$ cat src/sgzf_pkg.sv
package sgzf_pkg;

  localparam int SAMPLE_BITS = 10;
  localparam int GAIN_W      = 16;
  localparam int DUTY_W      = 8;
  localparam int FORCE_W     = 16;
  localparam int STATUS_W    = 3;
  localparam int CFG_IDX_W   = 3;
  localparam int CFG_DATA_W  = 16;

  localparam logic [1:0] REQ_MEASURE = 2'd0;
  localparam logic [1:0] REQ_START   = 2'd1;
  localparam logic [1:0] REQ_STEP    = 2'd2;

  localparam logic [STATUS_W-1:0] ST_MEASURED = 3'd0;
  localparam logic [STATUS_W-1:0] ST_BUSY     = 3'd1;
  localparam logic [STATUS_W-1:0] ST_DONE     = 3'd2;
  localparam logic [STATUS_W-1:0] ST_LIMIT    = 3'd3;
  localparam logic [STATUS_W-1:0] ST_IGNORED  = 3'd4;

  localparam logic [CFG_IDX_W-1:0] CFG_GAIN           = 3'd0;
  localparam logic [CFG_IDX_W-1:0] CFG_DUTY_INITIAL   = 3'd1;
  localparam logic [CFG_IDX_W-1:0] CFG_OFFSET_INITIAL = 3'd2;
  localparam logic [CFG_IDX_W-1:0] CFG_ZERO_UPPER     = 3'd3;
  localparam logic [CFG_IDX_W-1:0] CFG_ZERO_LOWER     = 3'd4;

  localparam logic [SAMPLE_BITS-1:0] ZERO_UPPER_RST = SAMPLE_BITS'(200);
  localparam logic [SAMPLE_BITS-1:0] ZERO_LOWER_RST = SAMPLE_BITS'(190);
  localparam logic [DUTY_W-1:0]      DUTY_MAX       = '1;
  localparam logic [FORCE_W-1:0]     FORCE_MAX      = '1;

  typedef struct packed {
    logic [1:0]             req_type;
    logic [SAMPLE_BITS-1:0] sample;
  } req_t;

  typedef struct packed {
    logic [FORCE_W-1:0]     force_res;
    logic                   force_saturated;
    logic [DUTY_W-1:0]      bias_duty;
    logic [SAMPLE_BITS-1:0] zero_offset;
    logic [STATUS_W-1:0]    status;
  } res_t;

  typedef struct packed {
    logic [DUTY_W-1:0]      duty;
    logic [SAMPLE_BITS-1:0] offset;
    logic [STATUS_W-1:0]    status;
  } tag_t;

  typedef struct packed {
    logic [SAMPLE_BITS-1:0] clean;
    tag_t                   tag;
  } work_t;

endpackage

$ cat src/sgzf_ctrl.sv
module sgzf_ctrl (
  input  logic                                clk,
  input  logic                                rst,
  input  logic                                cfg_we,
  input  logic [sgzf_pkg::CFG_IDX_W-1:0]      cfg_index,
  input  logic [sgzf_pkg::CFG_DATA_W-1:0]     cfg_data,
  input  logic                                take,
  input  sgzf_pkg::req_t                      item,
  output sgzf_pkg::work_t                     work,
  output logic [sgzf_pkg::GAIN_W-1:0]         gain
);

  logic [sgzf_pkg::SAMPLE_BITS-1:0] zero_upper;
  logic [sgzf_pkg::SAMPLE_BITS-1:0] zero_lower;
  logic [sgzf_pkg::DUTY_W-1:0]      duty;
  logic [sgzf_pkg::DUTY_W-1:0]      duty_next;
  logic [sgzf_pkg::SAMPLE_BITS-1:0] offset;
  logic [sgzf_pkg::SAMPLE_BITS-1:0] offset_next;
  logic                             active;
  logic                             active_next;
  logic                             downward;
  logic                             downward_next;
  logic [sgzf_pkg::STATUS_W-1:0]    status;
  logic [sgzf_pkg::SAMPLE_BITS-1:0] s;

  always_comb begin
    s             = item.sample;
    duty_next     = duty;
    offset_next   = offset;
    active_next   = active;
    downward_next = downward;
    status        = sgzf_pkg::ST_IGNORED;
    work.clean    = '0;
    unique case (item.req_type)
      sgzf_pkg::REQ_MEASURE: begin
        status     = sgzf_pkg::ST_MEASURED;
        work.clean = (s >= offset) ? s - offset : '0;
      end
      sgzf_pkg::REQ_START: begin
        if (s == zero_upper) begin
          active_next = 1'b0;
          status      = sgzf_pkg::ST_DONE;
        end else begin
          active_next   = 1'b1;
          downward_next = s > zero_upper;
          status        = sgzf_pkg::ST_BUSY;
        end
      end
      sgzf_pkg::REQ_STEP: begin
        if (!active) begin
          status = sgzf_pkg::ST_IGNORED;
        end else if (downward) begin
          if (s <= zero_lower) begin
            offset_next = s;
            active_next = 1'b0;
            status      = sgzf_pkg::ST_DONE;
          end else if (duty == '0) begin
            status = sgzf_pkg::ST_LIMIT;
          end else begin
            duty_next = duty - 1'b1;
            status    = sgzf_pkg::ST_BUSY;
          end
        end else begin
          if (s >= zero_upper) begin
            offset_next = s;
            active_next = 1'b0;
            status      = sgzf_pkg::ST_DONE;
          end else if (duty == sgzf_pkg::DUTY_MAX) begin
            status = sgzf_pkg::ST_LIMIT;
          end else begin
            duty_next = duty + 1'b1;
            status    = sgzf_pkg::ST_BUSY;
          end
        end
      end
      default: begin
        status = sgzf_pkg::ST_IGNORED;
      end
    endcase
    work.tag.duty   = duty_next;
    work.tag.offset = offset_next;
    work.tag.status = status;
  end

  always_ff @(posedge clk) begin
    if (rst) begin
      gain       <= '0;
      zero_upper <= sgzf_pkg::ZERO_UPPER_RST;
      zero_lower <= sgzf_pkg::ZERO_LOWER_RST;
      duty       <= '0;
      offset     <= '0;
      active     <= 1'b0;
      downward   <= 1'b0;
    end else begin
      if (take) begin
        duty     <= duty_next;
        offset   <= offset_next;
        active   <= active_next;
        downward <= downward_next;
      end
      if (cfg_we) begin
        unique case (cfg_index)
          sgzf_pkg::CFG_GAIN:           gain <= cfg_data[sgzf_pkg::GAIN_W-1:0];
          sgzf_pkg::CFG_DUTY_INITIAL:   duty <= cfg_data[sgzf_pkg::DUTY_W-1:0];
          sgzf_pkg::CFG_OFFSET_INITIAL: offset <= cfg_data[sgzf_pkg::SAMPLE_BITS-1:0];
          sgzf_pkg::CFG_ZERO_UPPER:     zero_upper <= cfg_data[sgzf_pkg::SAMPLE_BITS-1:0];
          sgzf_pkg::CFG_ZERO_LOWER:     zero_lower <= cfg_data[sgzf_pkg::SAMPLE_BITS-1:0];
          default: begin
          end
        endcase
      end
    end
  end

endmodule

$ cat src/sgzf_scale.sv
module sgzf_scale (
  input  logic                        clk,
  input  logic                        rst,
  input  logic [sgzf_pkg::GAIN_W-1:0] gain,
  input  logic                        load_valid,
  output logic                        load_ready,
  input  sgzf_pkg::work_t             work,
  output logic                        res_valid,
  input  logic                        res_stall,
  output sgzf_pkg::res_t              res
);

  localparam int PROD_W      = sgzf_pkg::SAMPLE_BITS + sgzf_pkg::GAIN_W;
  localparam int DIV_W       = PROD_W - 3;
  localparam int RECIP_SHIFT = DIV_W + 7;
  localparam int RECIP_W     = DIV_W + 1;
  localparam int Q_W         = DIV_W - 6;
  localparam logic [63:0] RECIP_FULL = ((64'd1 << RECIP_SHIFT) + 64'd124) / 64'd125;
  localparam logic [RECIP_W-1:0] RECIP = RECIP_FULL[RECIP_W-1:0];

  logic                             v1;
  logic                             v2;
  logic                             v3;
  logic                             rdy2;
  logic                             rdy3;
  logic                             rdy4;
  logic [sgzf_pkg::SAMPLE_BITS-1:0] clean1;
  sgzf_pkg::tag_t                   tag1;
  sgzf_pkg::tag_t                   tag2;
  sgzf_pkg::tag_t                   tag3;
  logic [PROD_W-1:0]                prod2;
  logic [DIV_W+RECIP_W-1:0]         mul3;
  logic [Q_W-1:0]                   q3;
  logic [31:0]                      q_ext;
  logic                             sat;

  assign rdy4       = !res_valid || !res_stall;
  assign rdy3       = !v3 || rdy4;
  assign rdy2       = !v2 || rdy3;
  assign load_ready = !v1 || rdy2;

  // divide by 1000: shift out the factor of 8, then exact reciprocal of 125
  assign mul3  = prod2[PROD_W-1:3] * RECIP;
  assign q_ext = 32'(q3);
  assign sat   = q_ext > 32'(sgzf_pkg::FORCE_MAX);

  always_ff @(posedge clk) begin
    if (rst) begin
      v1        <= 1'b0;
      v2        <= 1'b0;
      v3        <= 1'b0;
      res_valid <= 1'b0;
    end else begin
      if (load_ready) v1 <= load_valid;
      if (rdy2) v2 <= v1;
      if (rdy3) v3 <= v2;
      if (rdy4) res_valid <= v3;
    end
  end

  always_ff @(posedge clk) begin
    if (load_ready && load_valid) begin
      clean1 <= work.clean;
      tag1   <= work.tag;
    end
    if (rdy2 && v1) begin
      prod2 <= PROD_W'(clean1) * PROD_W'(gain);
      tag2  <= tag1;
    end
    if (rdy3 && v2) begin
      q3   <= mul3[RECIP_SHIFT +: Q_W];
      tag3 <= tag2;
    end
    if (rdy4 && v3) begin
      res.force_res       <= sat ? sgzf_pkg::FORCE_MAX : q_ext[sgzf_pkg::FORCE_W-1:0];
      res.force_saturated <= sat;
      res.bias_duty       <= tag3.duty;
      res.zero_offset     <= tag3.offset;
      res.status          <= tag3.status;
    end
  end

endmodule

$ cat src/strain_gauge_zero_and_force.sv
// path: an accepted item passes the input, product, quotient and result registers to res
// throughput: one item per cycle unless res_stall holds the pipeline, through the two
// registered multiplier stages (gain product, then reciprocal of 1000) that run as a pipeline
// reset: synchronous, active high; clears the pipeline, zeroing state, duty and
// offset, gain to 0 and thresholds to 200 and 190
module strain_gauge_zero_and_force (
  input  logic                            clk,
  input  logic                            rst,
  input  logic                            cfg_we,
  input  logic [sgzf_pkg::CFG_IDX_W-1:0]  cfg_index,
  input  logic [sgzf_pkg::CFG_DATA_W-1:0] cfg_data,
  input  logic                            req_valid,
  output logic                            req_stall,
  input  sgzf_pkg::req_t                  req,
  output logic                            res_valid,
  input  logic                            res_stall,
  output sgzf_pkg::res_t                  res
);

  logic                        load_ready;
  logic                        take;
  sgzf_pkg::work_t             work;
  logic [sgzf_pkg::GAIN_W-1:0] gain;

  assign req_stall = !load_ready;
  assign take      = req_valid && load_ready;

  sgzf_ctrl u_ctrl (
    .clk       (clk),
    .rst       (rst),
    .cfg_we    (cfg_we),
    .cfg_index (cfg_index),
    .cfg_data  (cfg_data),
    .take      (take),
    .item      (req),
    .work      (work),
    .gain      (gain)
  );

  sgzf_scale u_scale (
    .clk        (clk),
    .rst        (rst),
    .gain       (gain),
    .load_valid (req_valid),
    .load_ready (load_ready),
    .work       (work),
    .res_valid  (res_valid),
    .res_stall  (res_stall),
    .res        (res)
  );

endmodule

$ cat config.mk
export PLATFORM = sky130hd
export DESIGN_NAME = strain_gauge_zero_and_force
export DESIGN_NICKNAME = d
export VERILOG_FILES = /design/src/sgzf_pkg.sv /design/src/sgzf_ctrl.sv /design/src/sgzf_scale.sv /design/src/strain_gauge_zero_and_force.sv
export SDC_FILE = /design/constraint.sdc
export NUM_CORES = 1
export LEC_CHECK = 0
export ABC_AREA = 1
export ABC_CLOCK_PERIOD_IN_PS = 6600
export BUFFER_PORTS_ARGS = -buffer_cell sky130_fd_sc_hd__buf_4
export CORE_ASPECT_RATIO = 0.75
export CORE_MARGIN = 3
export CORE_UTILIZATION = 65
export CTS_BUF_LIST = sky130_fd_sc_hd__clkbuf_2 sky130_fd_sc_hd__clkbuf_4 sky130_fd_sc_hd__clkbuf_8
export CTS_CLUSTER_DIAMETER = 150
export DETAILED_ROUTE_END_ITERATION = 8
export GPL_ROUTABILITY_DRIVEN = 0
export HOLD_SLACK_MARGIN = 0.12
export PLACE_DENSITY_LB_ADDON = 0.15
export SLEW_MARGIN = 20
export SYNTH_ARGS = -nofsm -noshare
export SYNTH_HDL_FRONTEND = slang
export SYNTH_SLANG_ARGS = --single-unit
export TNS_END_PERCENT = 100
$ cat constraint.sdc
create_clock -name clk -period 6.6 [get_ports clk]
set_clock_uncertainty 0.15 [all_clocks]
set_input_delay 1.32 -clock clk [delete_from_list [all_inputs] [get_ports clk]]
set_output_delay 1.32 -clock clk [all_outputs]
set_load 0.05 [all_outputs]
==> qor.json, run 1 <==
{
  "global_routing": {
    "grt-ovfl-total": 0,
    "initial_antenna_violation_count": 0,
    "grt_usage_pct": 30.73,
    "grt_max_degree": 57,
    "vias_in_the_first_global_route": 18330,
    "global_route_wire_length_before_repair_um": 93090
  },
  "hold_path": {
    "hold_depth": 0,
    "hp-start": "u_scale.tag2[19]$_DFFE_PP_",
    "min_to": "u_scale.tag3[19]$_DFFE_PP_",
    "holdCritPathClass": "register to register"
  },
  "timing": {
    "fin_hold_viols": 0,
    "finalCriticalPeriod_ns": 6.119,
    "slew_violations": 0,
    "timing_worst_slew_pin_value_ns": 0.9352,
    "timing.final.setup_violations": 0,
    "rsz_0062_raised_after_global_routing": "no",
    "timing.slew.headroom_pct": 37.58,
    "final.period_utilization_pct": 92.71,
    "max_freq_ghz": 0.1634,
    "setup-tns-final_ns": 0,
    "smallest_setup_slack_after_layout_ns": 0.4810
  },
  "floorplanning": {
    "start_util_pct": 66.76,
    "die_w_um": 225.1,
    "design.portCount": 76,
    "die_height_um": 170.4,
    "fp.coreArea_mm2": 0.03506,
    "num_rows": 59,
    "fp.dieArea_mm2": 0.03835
  },
  "power_and_ir_drop": {
    "netSwitchingPower_mw": 5.798,
    "vdd.ir_drop.worst_mv": 0.7819,
    "part_of_the_power_in_combinational_logic_pct": 73.2,
    "leakage_nw": 13.15,
    "internal_cell_power_mw": 5.009,
    "power_per_cell_area_mw_per_mm2": 430.2,
    "totalPowerFinal_mw": 10.81,
    "power_frac_seq_pct": 15.4,
    "power_frac_clock_pct": 11.3,
    "sw_frac_of_total_pct": 53.65
  },
  "clocking": {
    "clk-insertion-delay-late_ns": 0.57,
    "cts_tree": "yes",
    "cts.clk_slew.worst_paths_ns": 0.06,
    "post_cts_resized": 0,
    "cts_sinks": 211,
    "clk_root_buffer_cell": "sky130_fd_sc_hd__clkbuf_8",
    "cts_hold_repair.buffers": 0,
    "post-cts-setup-buffers": 0,
    "cts_inserted_buffers": 36,
    "number_of_levels_the_h_tree_was_split_into": 2,
    "cts-root-to-sink-buffers": 3
  },
  "synth": {
    "synth_top_cells_by_area": "sky130_fd_sc_hd__fa_1 23%, sky130_fd_sc_hd__edfxtp_1 19%, sky130_fd_sc_hd__ha_1 18%, sky130_fd_sc_hd__inv_1 9.7%, sky130_fd_sc_hd__nand2_1 7.0%",
    "mappedNetlistNets": 3272,
    "synth_top_cells_by_count": "604 x sky130_fd_sc_hd__inv_1, 435 x sky130_fd_sc_hd__nand2_1, 334 x sky130_fd_sc_hd__ha_1, 266 x sky130_fd_sc_hd__fa_1, 168 x sky130_fd_sc_hd__nor2_1",
    "synthesis.yosys.warnings": 0,
    "async_reset_ff_share_pct": 0,
    "synth_instances": 2636,
    "synth_most_common_cell": "sky130_fd_sc_hd__inv_1",
    "ys_dominant_reg_cell": "sky130_fd_sc_hd__edfxtp_1",
    "yosys.area.top_type": "sky130_fd_sc_hd__fa_1",
    "count_of_flip_flops_with_a_built_in_enable_after_synthesis": 151,
    "synth_seq_cells": 211,
    "netlist.area_leader.share_pct": 22.75,
    "netlist_area_mm2": 0.02341,
    "average_size_of_a_mapped_cell_um2": 8.881,
    "post_synth_num_cell_types": 46,
    "synth_seq_area_share_pct": 24.50
  },
  "place": {
    "place.port_buffers": 75,
    "dp_slack_ns": 0.5479,
    "dpl.hpwl_um": 46920
  },
  "drt": {
    "vias": 17880,
    "post_drt_via_cell_ratio": 5.624,
    "initialDrtViolationCount": 1414,
    "route.detailed.drc": 0,
    "routed_wl_um": 57050,
    "ant_nets": 0,
    "routed_wire_length_per_instance_um": 17.94,
    "first_pass_iters": 5
  },
  "critical_path": {
    "worst-r2r-cell-count": 19,
    "timing.critical_path.fanout_max": 8,
    "wp_data_required_ns": 6.75,
    "crit-reg2reg-capture": "u_scale.q3[8]$_DFFE_PP_",
    "setup.worst_path.start_class": "register",
    "critical_path_class": "register to register",
    "crit_path_end_kind": "register",
    "r2r_start": "u_scale.prod2[23]$_DFFE_PP_",
    "reg2reg_setup_slack_ns": 0.48,
    "arrival_ns": 6.27
  },
  "finish": {
    "final_layout_size_suffix_gt1_share_pct": 8.373,
    "nets": 3332,
    "antenna_fix_cells": 0,
    "syn2layout_area_growth_pct": 7.301
  },
  "run_status": {
    "run_status": "completed"
  },
  "flow_run": {
    "max_cap_violations": 0
  }
}
-- worst max-delay path, cell delays in order, from the launching register on --
cell and delay [ns]:
sky130_fd_sc_hd__edfxtp_1 0.54, sky130_fd_sc_hd__fa_1 0.65, sky130_fd_sc_hd__inv_1 0.07, sky130_fd_sc_hd__fa_1 0.50, sky130_fd_sc_hd__inv_1 0.05, sky130_fd_sc_hd__fa_1 0.52
sky130_fd_sc_hd__fa_1 0.43, sky130_fd_sc_hd__fa_1 0.49, sky130_fd_sc_hd__inv_1 0.05, sky130_fd_sc_hd__fa_1 0.47, sky130_fd_sc_hd__inv_1 0.05, sky130_fd_sc_hd__fa_1 0.45
sky130_fd_sc_hd__ha_1 0.33, sky130_fd_sc_hd__nand2_1 0.10, sky130_fd_sc_hd__nor2_1 0.23, sky130_fd_sc_hd__nand2_1 0.11, sky130_fd_sc_hd__nor3_1 0.25, sky130_fd_sc_hd__nand4_1 0.16
sky130_fd_sc_hd__nand3_1 0.19, sky130_fd_sc_hd__xor2_1 0.09
-- layer usage --
layer | global-route usage, % | wire length (um) | up-vias
met3 | 7.398 | 5513 | 106
met1 | 42.96 | 24700 | 8596
met5 | 0 | 0 | -
met4 | 8.393 | 1477 | 0
li1 | - | - | 8431
met2 | 48.56 | 25360 | 750
-- per-stage QoR --
stage	instance area, um^2	std cells	hold slack, ns	util (%)
3_5_place_dp	24380	3115	0.2545	69.53
2_1_floorplan	23410	2636	0.2503	-
6_report	25120	3180	0.2618	71.64
4_1_cts	25120	3180	0.2600	71.64
5_1_grt	25120	3180	0.2587	71.64
3_3_place_gp	24350	3114	0.2530	69.45
-- placed cells by master, fill, tap and decap left out, drive strengths merged, types with 3 or more instances in the layout --
| cell type | netlist | layout |
|---|---|---|
| inv | 606 | 608 |
| nand2 | 462 | 462 |
| ha | 334 | 334 |
| fa | 266 | 266 |
| nor2 | 171 | 171 |
| edfxtp | 151 | 151 |
| a21oi | 150 | 150 |
| o21ai | 117 | 117 |
| buf | 11 | 81 |
| nand3 | 76 | 76 |
| dfxtp | 60 | 60 |
| clkbuf | 48 | 51 |
| xor2 | 33 | 33 |
| or2 | 24 | 24 |
| nand4 | 24 | 24 |
| nor3 | 22 | 22 |
| a31oi | 20 | 20 |
| o21bai | 12 | 12 |
| clkinv | 1 | 11 |
| a21o | 10 | 10 |
| o211ai | 10 | 10 |
| xnor2 | 8 | 8 |
| nand3b | 4 | 4 |
| a21boi | 3 | 3 |
| nor4 | 3 | 3 |
-- power groups by stage --
stage               clock (mW)  combinational (mW)  sequential (mW)
finish                    1.23                7.91             1.67
global route              1.31                8.84             1.68
CTS                       1.25                7.73             1.67
detailed placement           0                7.65             1.70
global placement             0                7.45             1.69
floorplan                    0                5.57             1.64
-- flip-flops by register name, indices dropped and copies added, names as in the netlist --
| name | count |
|---|---|
| u_scale.q3 | 17 |
| u_ctrl.duty | 8 |
| u_scale.tag1 | 21 |
| u_scale.tag2 | 21 |
| u_scale.v3 | 1 |
| u_scale.v2 | 1 |
| u_ctrl.downward | 1 |
| u_ctrl.active | 1 |
| u_ctrl.zero_upper | 10 |
| u_scale.prod2 | 23 |
| u_ctrl.zero_lower | 10 |
| u_scale.v1 | 1 |
| u_scale.res_valid | 1 |
| u_scale.clean1 | 10 |
| u_scale.tag3 | 21 |
| u_scale.res | 38 |
| u_ctrl.gain | 16 |
| u_ctrl.offset | 10 |
-- layout make-up --
cell class,count,area [um^2]
Inverter,607,2278
Clock inverter,14,117.6
Timing Repair Buffer,81,628.1
Fill cell,2647,9946
Sequential cell,211,5736
Tap cell,457,571.8
Multi-Input combinational cell,1759,15170
Clock buffer,51,620.6
-- worst max path at each step --
stage | endpoint | from | slack (ns) | cells past startpoint
after floorplan | u_scale.q3[5]$_DFFE_PP_ | u_scale.prod2[23]$_DFFE_PP_ | 1.0 | 23
after global placement | u_scale.q3[8]$_DFFE_PP_ | u_scale.prod2[23]$_DFFE_PP_ | 0.69 | 19
after detailed placement | u_scale.q3[8]$_DFFE_PP_ | u_scale.prod2[23]$_DFFE_PP_ | 0.55 | 19
after CTS | u_scale.q3[8]$_DFFE_PP_ | u_scale.prod2[23]$_DFFE_PP_ | 0.54 | 19
after global routing | u_scale.q3[7]$_DFFE_PP_ | u_scale.prod2[23]$_DFFE_PP_ | 0.29 | 22
final | u_scale.q3[8]$_DFFE_PP_ | u_scale.prod2[23]$_DFFE_PP_ | 0.48 | 19
-- cells by family after synthesis --
logic type / count (synthesis) / share of synthesized area (%)
AND/OR/NAND/NOR: 789 / 14.69
AO/OA/AOI/OAI: 329 / 7.857
flip-flops: 211 / 24.50
XOR/XNOR: 41 / 1.534
adder cells (fa/ha/maj): 600 / 40.60
buffers and inverters: 666 / 10.82
No activity file was read; power rests on OpenSTA's default activity.
==> inputs of run 2 (changes only) <==
--- a/config.mk
+++ b/config.mk
@@ -10,7 +10,7 @@
 export BUFFER_PORTS_ARGS = -buffer_cell sky130_fd_sc_hd__buf_4
 export CORE_ASPECT_RATIO = 0.75
 export CORE_MARGIN = 3
-export CORE_UTILIZATION = 65
+export CORE_UTILIZATION = 45
 export CTS_BUF_LIST = sky130_fd_sc_hd__clkbuf_2 sky130_fd_sc_hd__clkbuf_4 sky130_fd_sc_hd__clkbuf_8
 export CTS_CLUSTER_DIAMETER = 150
 export DETAILED_ROUTE_END_ITERATION = 8
==> run 2 against run 1 <==
Effect of this change:
- final area is 0.97% higher
- sequential share of layout area decreased by 0.22 points
- core utilization fell by 22 points
- via count down 2.0%
- register-to-register slack gained 0.02 ns
- combinational power barely moved
- critical endpoint unchanged
- largest cell class unchanged
- largest power group unchanged
==> qor.json, run 2 (synthesis results as in run 1) <==
{
  "run_status": {
    "run_status": {"value": "completed", "change": "unchanged"}
  },
  "hold_path": {
    "hp-start": {"value": "u_scale.tag3[9]$_DFFE_PP_", "change": "was u_scale.tag2[19]$_DFFE_PP_"},
    "holdCritPathClass": {"value": "register to register", "change": "unchanged"}
  },
  "critical_path": {
    "critical_path_class": {"value": "register to register", "change": "unchanged"},
    "critical_path.top_delay_family": {"value": "adder cells", "change": "unchanged"},
    "setup.worst_path.start": {"value": "u_scale.prod2[23]$_DFFE_PP_", "change": "unchanged"},
    "timing.critical_path.fanout_max": {"value": 8, "change": "unchanged"},
    "critical_path.slowest_cell": {"value": "sky130_fd_sc_hd__fa_1", "change": "unchanged"},
    "setup.worst_path.start_class": {"value": "register", "change": "unchanged"},
    "critical-path-top-cell-by-count": {"value": "sky130_fd_sc_hd__fa_1", "change": "unchanged"},
    "crit_path_end_kind": {"value": "register", "change": "unchanged"},
    "timing.critical_path.buf_inv": {"value": 4, "change": "unchanged"},
    "cp_cell_instances": {"value": "fa_1, inv_1, fa_1, inv_1, fa_1, fa_1, fa_1, inv_1, fa_1, inv_1, fa_1, ha_1, nand2_1, nor2_1, nand2_1, nor3_1, nand4_1, nand3_1, xor2_1", "change": "unchanged"},
    "r2r_start": {"value": "u_scale.prod2[23]$_DFFE_PP_", "change": "unchanged"},
    "arrival": {"value": 6.24, "unit": "ns", "change": "was 6.27 ns"},
    "wp_data_required": {"value": 6.75, "unit": "ns", "change": "about the same"},
    "critical_path.max_stage_delay": {"value": 0.66, "unit": "ns", "change": "was 0.65 ns"}
  },
  "global_routing": {
    "grt_usage": {"value": 21.63, "unit": "%", "change": "was 30.73%"},
    "vias_in_the_first_global_route": {"value": 17650, "change": "was 18330"},
    "initial_antenna_violation_count": {"value": 0, "change": "unchanged"},
    "grt-ovfl-total": {"value": 0, "change": "unchanged"},
    "global_route_wire_length_before_repair": {"value": 94610, "unit": "um", "change": "was 93090 um"},
    "grt_max_degree": {"value": 57, "change": "unchanged"}
  },
  "power_and_ir_drop": {
    "power_frac_clock": {"value": 11.3, "unit": "%", "change": "about the same"},
    "leakage": {"value": 13.10, "unit": "nW", "change": "was 13.15 nW"},
    "netSwitchingPower": {"value": 5.795, "unit": "mW", "change": "was 5.798 mW"},
    "power_frac_seq": {"value": 15.5, "unit": "%", "change": "was 15.4%"},
    "power_per_cell_area": {"value": 424.8, "unit": "mW/mm^2", "change": "was 430.2 mW/mm^2"},
    "vdd.ir_drop.worst": {"value": 0.7450, "unit": "mV", "change": "was 0.7819 mV"},
    "internal_cell_power": {"value": 4.979, "unit": "mW", "change": "was 5.009 mW"},
    "part_of_the_power_in_combinational_logic": {"value": 73.2, "unit": "%", "change": "about the same"},
    "sw_frac_of_total": {"value": 53.78, "unit": "%", "change": "was 53.65%"}
  },
  "timing": {
    "smallest_setup_slack_after_layout": {"value": 0.5043, "unit": "ns", "change": "was 0.4810 ns"},
    "timing_worst_slew_pin_value": {"value": 0.8869, "unit": "ns", "change": "was 0.9352 ns"},
    "fin_hold_viols": {"value": 0, "change": "unchanged"},
    "max_freq": {"value": 0.1640, "unit": "GHz", "change": "was 0.1634 GHz"},
    "timing.final.setup_violations": {"value": 0, "change": "unchanged"},
    "finalCriticalPeriod": {"value": 6.096, "unit": "ns", "change": "was 6.119 ns"},
    "timing.slew.headroom": {"value": 40.81, "unit": "%", "change": "was 37.58%"},
    "slew_violations": {"value": 0, "change": "unchanged"},
    "rsz_0062_raised_after_global_routing": {"value": "no", "change": "unchanged"},
    "final.period_utilization": {"value": 92.36, "unit": "%", "change": "was 92.71%"},
    "setup-tns-final": {"value": 0, "unit": "ns", "change": "unchanged"}
  },
  "clocking": {
    "cts_inserted_buffers": {"value": 35, "change": "was 36"},
    "cts_sinks": {"value": 211, "change": "unchanged"},
    "post-cts-setup-buffers": {"value": 0, "change": "unchanged"},
    "clk-insertion-delay-late": {"value": 0.60, "unit": "ns", "change": "was 0.57 ns"},
    "cts_tree": {"value": "yes", "change": "unchanged"},
    "cts_hold_repair.buffers": {"value": 0, "change": "unchanged"},
    "clk_root_buffer_cell": {"value": "sky130_fd_sc_hd__clkbuf_8", "change": "unchanged"},
    "cts-root-to-sink-buffers": {"value": 3, "change": "unchanged"},
    "number_of_levels_the_h_tree_was_split_into": {"value": 2, "change": "unchanged"},
    "cts.clk_slew.worst_paths": {"value": 0.07, "unit": "ns", "change": "was 0.06 ns"},
    "post_cts_resized": {"value": 0, "change": "unchanged"}
  },
  "drt": {
    "first_pass_iters": {"value": 5, "change": "unchanged"},
    "post_drt_via_cell_ratio": {"value": 5.137, "change": "was 5.624"},
    "ant_nets": {"value": 0, "change": "unchanged"},
    "initialDrtViolationCount": {"value": 1254, "change": "was 1414"},
    "route.detailed.drc": {"value": 0, "change": "unchanged"},
    "vias": {"value": 17530, "change": "was 17880"},
    "routed_wire_length_per_instance": {"value": 17.21, "unit": "um", "change": "was 17.94 um"},
    "routed_wl": {"value": 58730, "unit": "um", "change": "was 57050 um"}
  },
  "place": {
    "place.port_buffers": {"value": 75, "change": "unchanged"},
    "placedCellCount": {"value": 3351, "change": "was 3115"},
    "dp_slack": {"value": 0.5351, "unit": "ns", "change": "was 0.5479 ns"},
    "dpl.hpwl": {"value": 48220, "unit": "um", "change": "was 46920 um"}
  },
  "finish": {
    "nets": {"value": 3331, "change": "was 3332"},
    "most_frequent_cells_in_the_layout": {"value": "604 x sky130_fd_sc_hd__inv_1, 435 x sky130_fd_sc_hd__nand2_1, 334 x sky130_fd_sc_hd__ha_1", "change": "unchanged"},
    "final_layout_size_suffix_gt1_share": {"value": 8.088, "unit": "%", "change": "was 8.373%"},
    "n_fill_cell": {"value": 4898, "change": "was 2647"},
    "multi_input_area": {"value": 0.01517, "unit": "mm^2", "change": "unchanged"},
    "sequential_cell_area": {"value": 0.005736, "unit": "mm^2", "change": "unchanged"},
    "regMostFlops": {"value": "u_scale.res", "change": "unchanged"},
    "largest_registers": {"value": "u_scale.res: 38 flops, u_scale.prod2: 23 flops", "change": "unchanged"},
    "instances_no_fill": {"value": 3413, "change": "was 3180"},
    "syn2layout_area_growth": {"value": 8.343, "unit": "%", "change": "was 7.301%"},
    "largest_reg_flops": {"value": 38, "change": "unchanged"},
    "utilization_of_the_core_after_routing": {"value": 49.91, "unit": "%", "change": "was 71.64%"},
    "final_common_cell": {"value": "sky130_fd_sc_hd__inv_1", "change": "unchanged"},
    "antenna_fix_cells": {"value": 0, "change": "unchanged"}
  },
  "floorplanning": {
    "design.portCount": {"value": 76, "change": "unchanged"},
    "die_w": {"value": 269.4, "unit": "um", "change": "was 225.1 um"},
    "fp.dieArea": {"value": 0.05482, "unit": "mm^2", "change": "was 0.03835 mm^2"},
    "fp.coreArea": {"value": 0.05081, "unit": "mm^2", "change": "was 0.03506 mm^2"},
    "die_height": {"value": 203.5, "unit": "um", "change": "was 170.4 um"},
    "num_rows": {"value": 71, "change": "was 59"},
    "start_util": {"value": 46.07, "unit": "%", "change": "was 66.76%"}
  },
  "flow_run": {
    "max_cap_violations": {"value": 0, "change": "unchanged"}
  }
}
-- run 2: cell count changes in the layout (fill, tap and decap cells not counted) --
| cell | previous run | this run |
|---|---|---|
| sky130_fd_sc_hd__clkbuf_4 | 13 | 5 |
| sky130_fd_sc_hd__clkinv_1 | 4 | 9 |
| sky130_fd_sc_hd__clkinvlp_4 | 1 | 5 |
| sky130_fd_sc_hd__clkbuf_8 | 38 | 35 |
| sky130_fd_sc_hd__bufinv_16 | 1 | 3 |
| sky130_fd_sc_hd__inv_8 | 2 | 0 |
| sky130_fd_sc_hd__buf_16 | 1 | 0 |
| sky130_fd_sc_hd__buf_4 | 80 | 81 |
| sky130_fd_sc_hd__clkinv_8 | 1 | 0 |
-- run 2: final timing paths --
path	end	slack, ns	depth (start not counted)
setup reg to reg	u_scale.q3[8]$_DFFE_PP_	0.50	19
hold reg to reg	u_scale.res[9]$_DFFE_PP_	0.22	0
hold / removal	u_scale.res[9]$_DFFE_PP_	0.22	0
setup / recovery	u_scale.q3[8]$_DFFE_PP_	0.50	19
-- run 2: worst reg2reg max path: stages (launching register included) --
cell	delay, ns
sky130_fd_sc_hd__edfxtp_1	0.56
sky130_fd_sc_hd__fa_1	0.66
sky130_fd_sc_hd__inv_1	0.07
sky130_fd_sc_hd__fa_1	0.50
sky130_fd_sc_hd__inv_1	0.05
sky130_fd_sc_hd__fa_1	0.50
sky130_fd_sc_hd__fa_1	0.43
sky130_fd_sc_hd__fa_1	0.49
sky130_fd_sc_hd__inv_1	0.05
sky130_fd_sc_hd__fa_1	0.48
sky130_fd_sc_hd__inv_1	0.05
sky130_fd_sc_hd__fa_1	0.44
sky130_fd_sc_hd__ha_1	0.32
sky130_fd_sc_hd__nand2_1	0.09
sky130_fd_sc_hd__nor2_1	0.25
sky130_fd_sc_hd__nand2_1	0.11
sky130_fd_sc_hd__nor3_1	0.21
sky130_fd_sc_hd__nand4_1	0.13
sky130_fd_sc_hd__nand3_1	0.17
sky130_fd_sc_hd__xor2_1	0.09
-- run 2: layout make-up --
cell class | instances | share of cell area [%]
Tap cell | 693 | 3.419
Clock inverter | 22 | 0.7400
Sequential cell | 211 | 22.61
Timing Repair Buffer | 81 | 2.398
Clock buffer | 40 | 2.047
Multi-Input combinational cell | 1759 | 59.80
Inverter | 607 | 8.983
-- run 2: through the flow --
step	hold slack (ns)	total power [mW]	area (um^2)
final	0.2238	10.77	25360
after global routing	0.2572	11.89	25360
after CTS	0.2389	10.74	25360
after detailed placement	0.2545	9.433	24660
after global placement	0.2513	9.401	24660
after floorplan	0.2503	7.211	23410
-- run 2: per-layer routing --
metal / track usage (%) / wire [um]
met2: 32.45 / 24960
met1: 32.96 / 28810
met4: 4.394 / 1092
met3: 3.611 / 3862
met5: 0 / 0
-- run 2: power groups by stage --
stage / Combinational, mW / Sequential, mW / Clock (mW)
finish: 7.88 / 1.67 / 1.22
global route: 8.90 / 1.68 / 1.31
CTS: 7.82 / 1.67 / 1.25
detailed placement: 7.73 / 1.70 / 0
global placement: 7.70 / 1.70 / 0
floorplan: 5.57 / 1.64 / 0
==> inputs of run 3 (changes only) <==
--- a/config.mk
+++ b/config.mk
@@ -6,7 +6,7 @@
 export NUM_CORES = 1
 export LEC_CHECK = 0
 export ABC_AREA = 1
-export ABC_CLOCK_PERIOD_IN_PS = 6600
+export ABC_CLOCK_PERIOD_IN_PS = 7000
 export BUFFER_PORTS_ARGS = -buffer_cell sky130_fd_sc_hd__buf_4
 export CORE_ASPECT_RATIO = 0.75
 export CORE_MARGIN = 3
==> constraint.sdc (replaced) <==
create_clock -name clk -period 7 [get_ports clk]
set_clock_uncertainty 0.15 [all_clocks]
set_input_delay 1.4 -clock clk [delete_from_list [all_inputs] [get_ports clk]]
set_output_delay 1.4 -clock clk [all_outputs]
set_load 0.05 [all_outputs]
==> run 3 against run 2 <==
Effect of this change:
- sequential share of layout area about the same
- combinational power is 5.8% lower
- largest power group unchanged
- highest routed layer unchanged
- largest cell class unchanged
- final cell count is 0.12% higher
- via count rose by 0.15%
==> qor.json, run 3 (synthesis results as in run 1) <==
{
  "finish": {
    "final_layout_size_suffix_gt1_share": {"value": 8.443, "unit": "%", "change": "was 8.088%"},
    "largest_registers": {"value": "u_scale.res: 38 flops, u_scale.prod2: 23 flops", "change": "unchanged"},
    "n_fill_cell": {"value": 4884, "change": "was 4898"},
    "final_common_cell": {"value": "sky130_fd_sc_hd__inv_1", "change": "unchanged"},
    "utilization_of_the_core_after_routing": {"value": 50.02, "unit": "%", "change": "was 49.91%"},
    "most_frequent_cells_in_the_layout": {"value": "604 x sky130_fd_sc_hd__inv_1, 435 x sky130_fd_sc_hd__nand2_1, 334 x sky130_fd_sc_hd__ha_1", "change": "unchanged"},
    "largest_reg_flops": {"value": 38, "change": "unchanged"},
    "syn2layout_area_growth": {"value": 8.578, "unit": "%", "change": "was 8.343%"},
    "nets": {"value": 3332, "change": "was 3331"},
    "regMostFlops": {"value": "u_scale.res", "change": "unchanged"},
    "antenna_fix_cells": {"value": 0, "change": "unchanged"}
  },
  "clocking": {
    "post_cts_resized": {"value": 0, "change": "unchanged"},
    "cts-root-to-sink-buffers": {"value": 3, "change": "unchanged"},
    "cts_hold_repair.buffers": {"value": 0, "change": "unchanged"},
    "clk_root_buffer_cell": {"value": "sky130_fd_sc_hd__clkbuf_8", "change": "unchanged"},
    "cts_tree": {"value": "yes", "change": "unchanged"},
    "clk-insertion-delay-late": {"value": 0.59, "unit": "ns", "change": "was 0.60 ns"},
    "cts_sinks": {"value": 211, "change": "unchanged"},
    "post-cts-setup-buffers": {"value": 0, "change": "unchanged"},
    "cts.clk_slew.worst_paths": {"value": 0.07, "unit": "ns", "change": "about the same"},
    "cts_inserted_buffers": {"value": 36, "change": "was 35"},
    "number_of_levels_the_h_tree_was_split_into": {"value": 2, "change": "unchanged"}
  },
  "critical_path": {
    "timing.critical_path.fanout_max": {"value": 8, "change": "unchanged"},
    "critical-path-top-cell-by-count": {"value": "sky130_fd_sc_hd__fa_1", "change": "unchanged"},
    "critical_path_class": {"value": "register to register", "change": "unchanged"},
    "wp_data_required": {"value": 7.13, "unit": "ns", "change": "was 6.75 ns"},
    "crit_path_end_kind": {"value": "register", "change": "unchanged"},
    "setup.worst_path.start_class": {"value": "register", "change": "unchanged"},
    "cp_cell_instances": {"value": "fa_1, inv_1, fa_1, inv_1, fa_1, fa_1, fa_1, inv_1, fa_1, inv_1, fa_1, ha_1, nand2_1, nor2_1, nand2_1, nor3_1, nand4_1, nand3_1, xor2_1", "change": "unchanged"},
    "arrival": {"value": 6.31, "unit": "ns", "change": "was 6.24 ns"},
    "critical_path.slowest_cell": {"value": "sky130_fd_sc_hd__fa_1", "change": "unchanged"},
    "critical_path.max_stage_delay": {"value": 0.67, "unit": "ns", "change": "was 0.66 ns"}
  },
  "timing": {
    "timing_worst_slew_pin_value": {"value": 0.8759, "unit": "ns", "change": "was 0.8869 ns"},
    "slew_violations": {"value": 0, "change": "unchanged"},
    "fin_hold_viols": {"value": 0, "change": "unchanged"},
    "setup-tns-final": {"value": 0, "unit": "ns", "change": "unchanged"},
    "final.period_utilization": {"value": 88.30, "unit": "%", "change": "was 92.36%"},
    "rsz_0062_raised_after_global_routing": {"value": "no", "change": "unchanged"},
    "finalCriticalPeriod": {"value": 6.181, "unit": "ns", "change": "was 6.096 ns"},
    "timing.final.setup_violations": {"value": 0, "change": "unchanged"},
    "max_freq": {"value": 0.1618, "unit": "GHz", "change": "was 0.1640 GHz"},
    "timing.slew.headroom": {"value": 41.54, "unit": "%", "change": "was 40.81%"}
  },
  "drt": {
    "detailroute.wirelength.met2": {"value": 24770, "unit": "um", "change": "was 24960 um"},
    "initialDrtViolationCount": {"value": 1158, "change": "was 1254"},
    "routed_wl": {"value": 58860, "unit": "um", "change": "was 58730 um"},
    "route.met3.wl": {"value": 4158, "unit": "um", "change": "was 3862 um"},
    "detail_route.wirelength.met1": {"value": 28810, "unit": "um", "change": "about the same"},
    "routed_wire_length_per_instance": {"value": 17.22, "unit": "um", "change": "was 17.21 um"},
    "route.detailed.drc": {"value": 0, "change": "unchanged"},
    "first_pass_iters": {"value": 6, "change": "was 5"},
    "dr.max_layer_used": {"value": "met4", "change": "unchanged"},
    "vias": {"value": 17560, "change": "was 17530"},
    "ant_nets": {"value": 0, "change": "unchanged"},
    "post_drt_via_cell_ratio": {"value": 5.139, "change": "was 5.137"}
  },
  "place": {
    "place.port_buffers": {"value": 75, "change": "unchanged"},
    "dpl.hpwl": {"value": 48340, "unit": "um", "change": "was 48220 um"}
  },
  "power_and_ir_drop": {
    "vdd.ir_drop.worst": {"value": 0.7091, "unit": "mV", "change": "was 0.7450 mV"},
    "power_frac_seq": {"value": 15.5, "unit": "%", "change": "about the same"},
    "power_per_cell_area": {"value": 400.9, "unit": "mW/mm^2", "change": "was 424.8 mW/mm^2"},
    "sw_frac_of_total": {"value": 53.35, "unit": "%", "change": "was 53.78%"},
    "internal_cell_power": {"value": 4.754, "unit": "mW", "change": "was 4.979 mW"},
    "netSwitchingPower": {"value": 5.435, "unit": "mW", "change": "was 5.795 mW"},
    "part_of_the_power_in_combinational_logic": {"value": 72.9, "unit": "%", "change": "was 73.2%"},
    "power_frac_clock": {"value": 11.7, "unit": "%", "change": "was 11.3%"},
    "leakage": {"value": 13.15, "unit": "nW", "change": "was 13.10 nW"},
    "totalPowerFinal": {"value": 10.19, "unit": "mW", "change": "was 10.77 mW"}
  },
  "global_routing": {
    "grt-ovfl-total": {"value": 0, "change": "unchanged"},
    "grt_usage": {"value": 21.55, "unit": "%", "change": "was 21.63%"},
    "initial_antenna_violation_count": {"value": 0, "change": "unchanged"},
    "global_route_wire_length_before_repair": {"value": 94010, "unit": "um", "change": "was 94610 um"},
    "vias_in_the_first_global_route": {"value": 17570, "change": "was 17650"},
    "grt_max_degree": {"value": 57, "change": "unchanged"}
  },
  "floorplanning": {
    "design.portCount": {"value": 76, "change": "unchanged"},
    "num_rows": {"value": 71, "change": "unchanged"},
    "die_w": {"value": 269.4, "unit": "um", "change": "unchanged"},
    "fp.coreArea": {"value": 0.05081, "unit": "mm^2", "change": "unchanged"},
    "fp.dieArea": {"value": 0.05482, "unit": "mm^2", "change": "unchanged"},
    "start_util": {"value": 46.07, "unit": "%", "change": "unchanged"},
    "die_height": {"value": 203.5, "unit": "um", "change": "unchanged"}
  },
  "flow_run": {
    "max_cap_violations": {"value": 0, "change": "unchanged"}
  },
  "hold_path": {
    "holdCritPathClass": {"value": "register to register", "change": "unchanged"}
  },
  "run_status": {
    "run_status": {"value": "completed", "change": "unchanged"}
  }
}
-- run 3: worst paths after layout --
kind	from	to	cells after the start	slack [ns]
worst max register to register	u_scale.prod2[23]$_DFFE_PP_	u_scale.q3[8]$_DFFE_PP_	19	0.82
worst max-delay path	u_scale.prod2[23]$_DFFE_PP_	u_scale.q3[8]$_DFFE_PP_	19	0.82
worst min-delay path	u_scale.tag2[7]$_DFFE_PP_	u_scale.tag3[7]$_DFFE_PP_	0	0.21
worst min register to register	u_scale.tag2[7]$_DFFE_PP_	u_scale.tag3[7]$_DFFE_PP_	0	0.21
-- run 3: power groups by stage --
stage	logic, mW	clock network, mW	registers (mW)
2_1_floorplan	5.25	0	1.55
3_3_place_gp	7.26	0	1.60
3_5_place_dp	7.29	0	1.60
4_1_cts	7.36	1.23	1.57
5_1_grt	8.32	1.28	1.58
6_report	7.42	1.19	1.58
-- run 3: cell type report --
type | count | area (um^2) | share of cell area, %
Timing Repair Buffer | 81 | 608.1 | 2.392
Tap cell | 693 | 867.1 | 3.411
Multi-Input combinational cell | 1759 | 15170 | 59.67
Sequential cell | 211 | 5736 | 22.56
Clock buffer | 58 | 691.9 | 2.722
Inverter | 607 | 2278 | 8.964
Clock inverter | 8 | 70.07 | 0.2757
-- run 3: stage by stage --
stage               std cells  setup WS (ns)  cell area [um^2]  hold WS (ns)
finish                   3417         0.8192             25420        0.2145
global route             3417         0.5846             25420        0.2300
CTS                      3417         0.8315             25420        0.2149
detailed placement       3351         0.8805             24660        0.2545
global placement         3351          1.004             24660        0.2513
floorplan                2636          1.395             23410        0.2503
-- run 3: worst max-delay path, delay by kind of cell (launching register included) --
family	cells	cell delay, ns
buffers and inverters	4	0.23
XOR/XNOR	1	0.09
AND/OR/NAND/NOR	6	0.98
flip-flops	1	0.57
adder cells (fa/ha/maj)	8	3.86
-- run 3: layer usage --
layer,track usage [%],up-vias
li1,-,8433
met1,32.67,8524
met2,32.04,532
met3,4.058,70
met4,4.704,0
met5,0,-
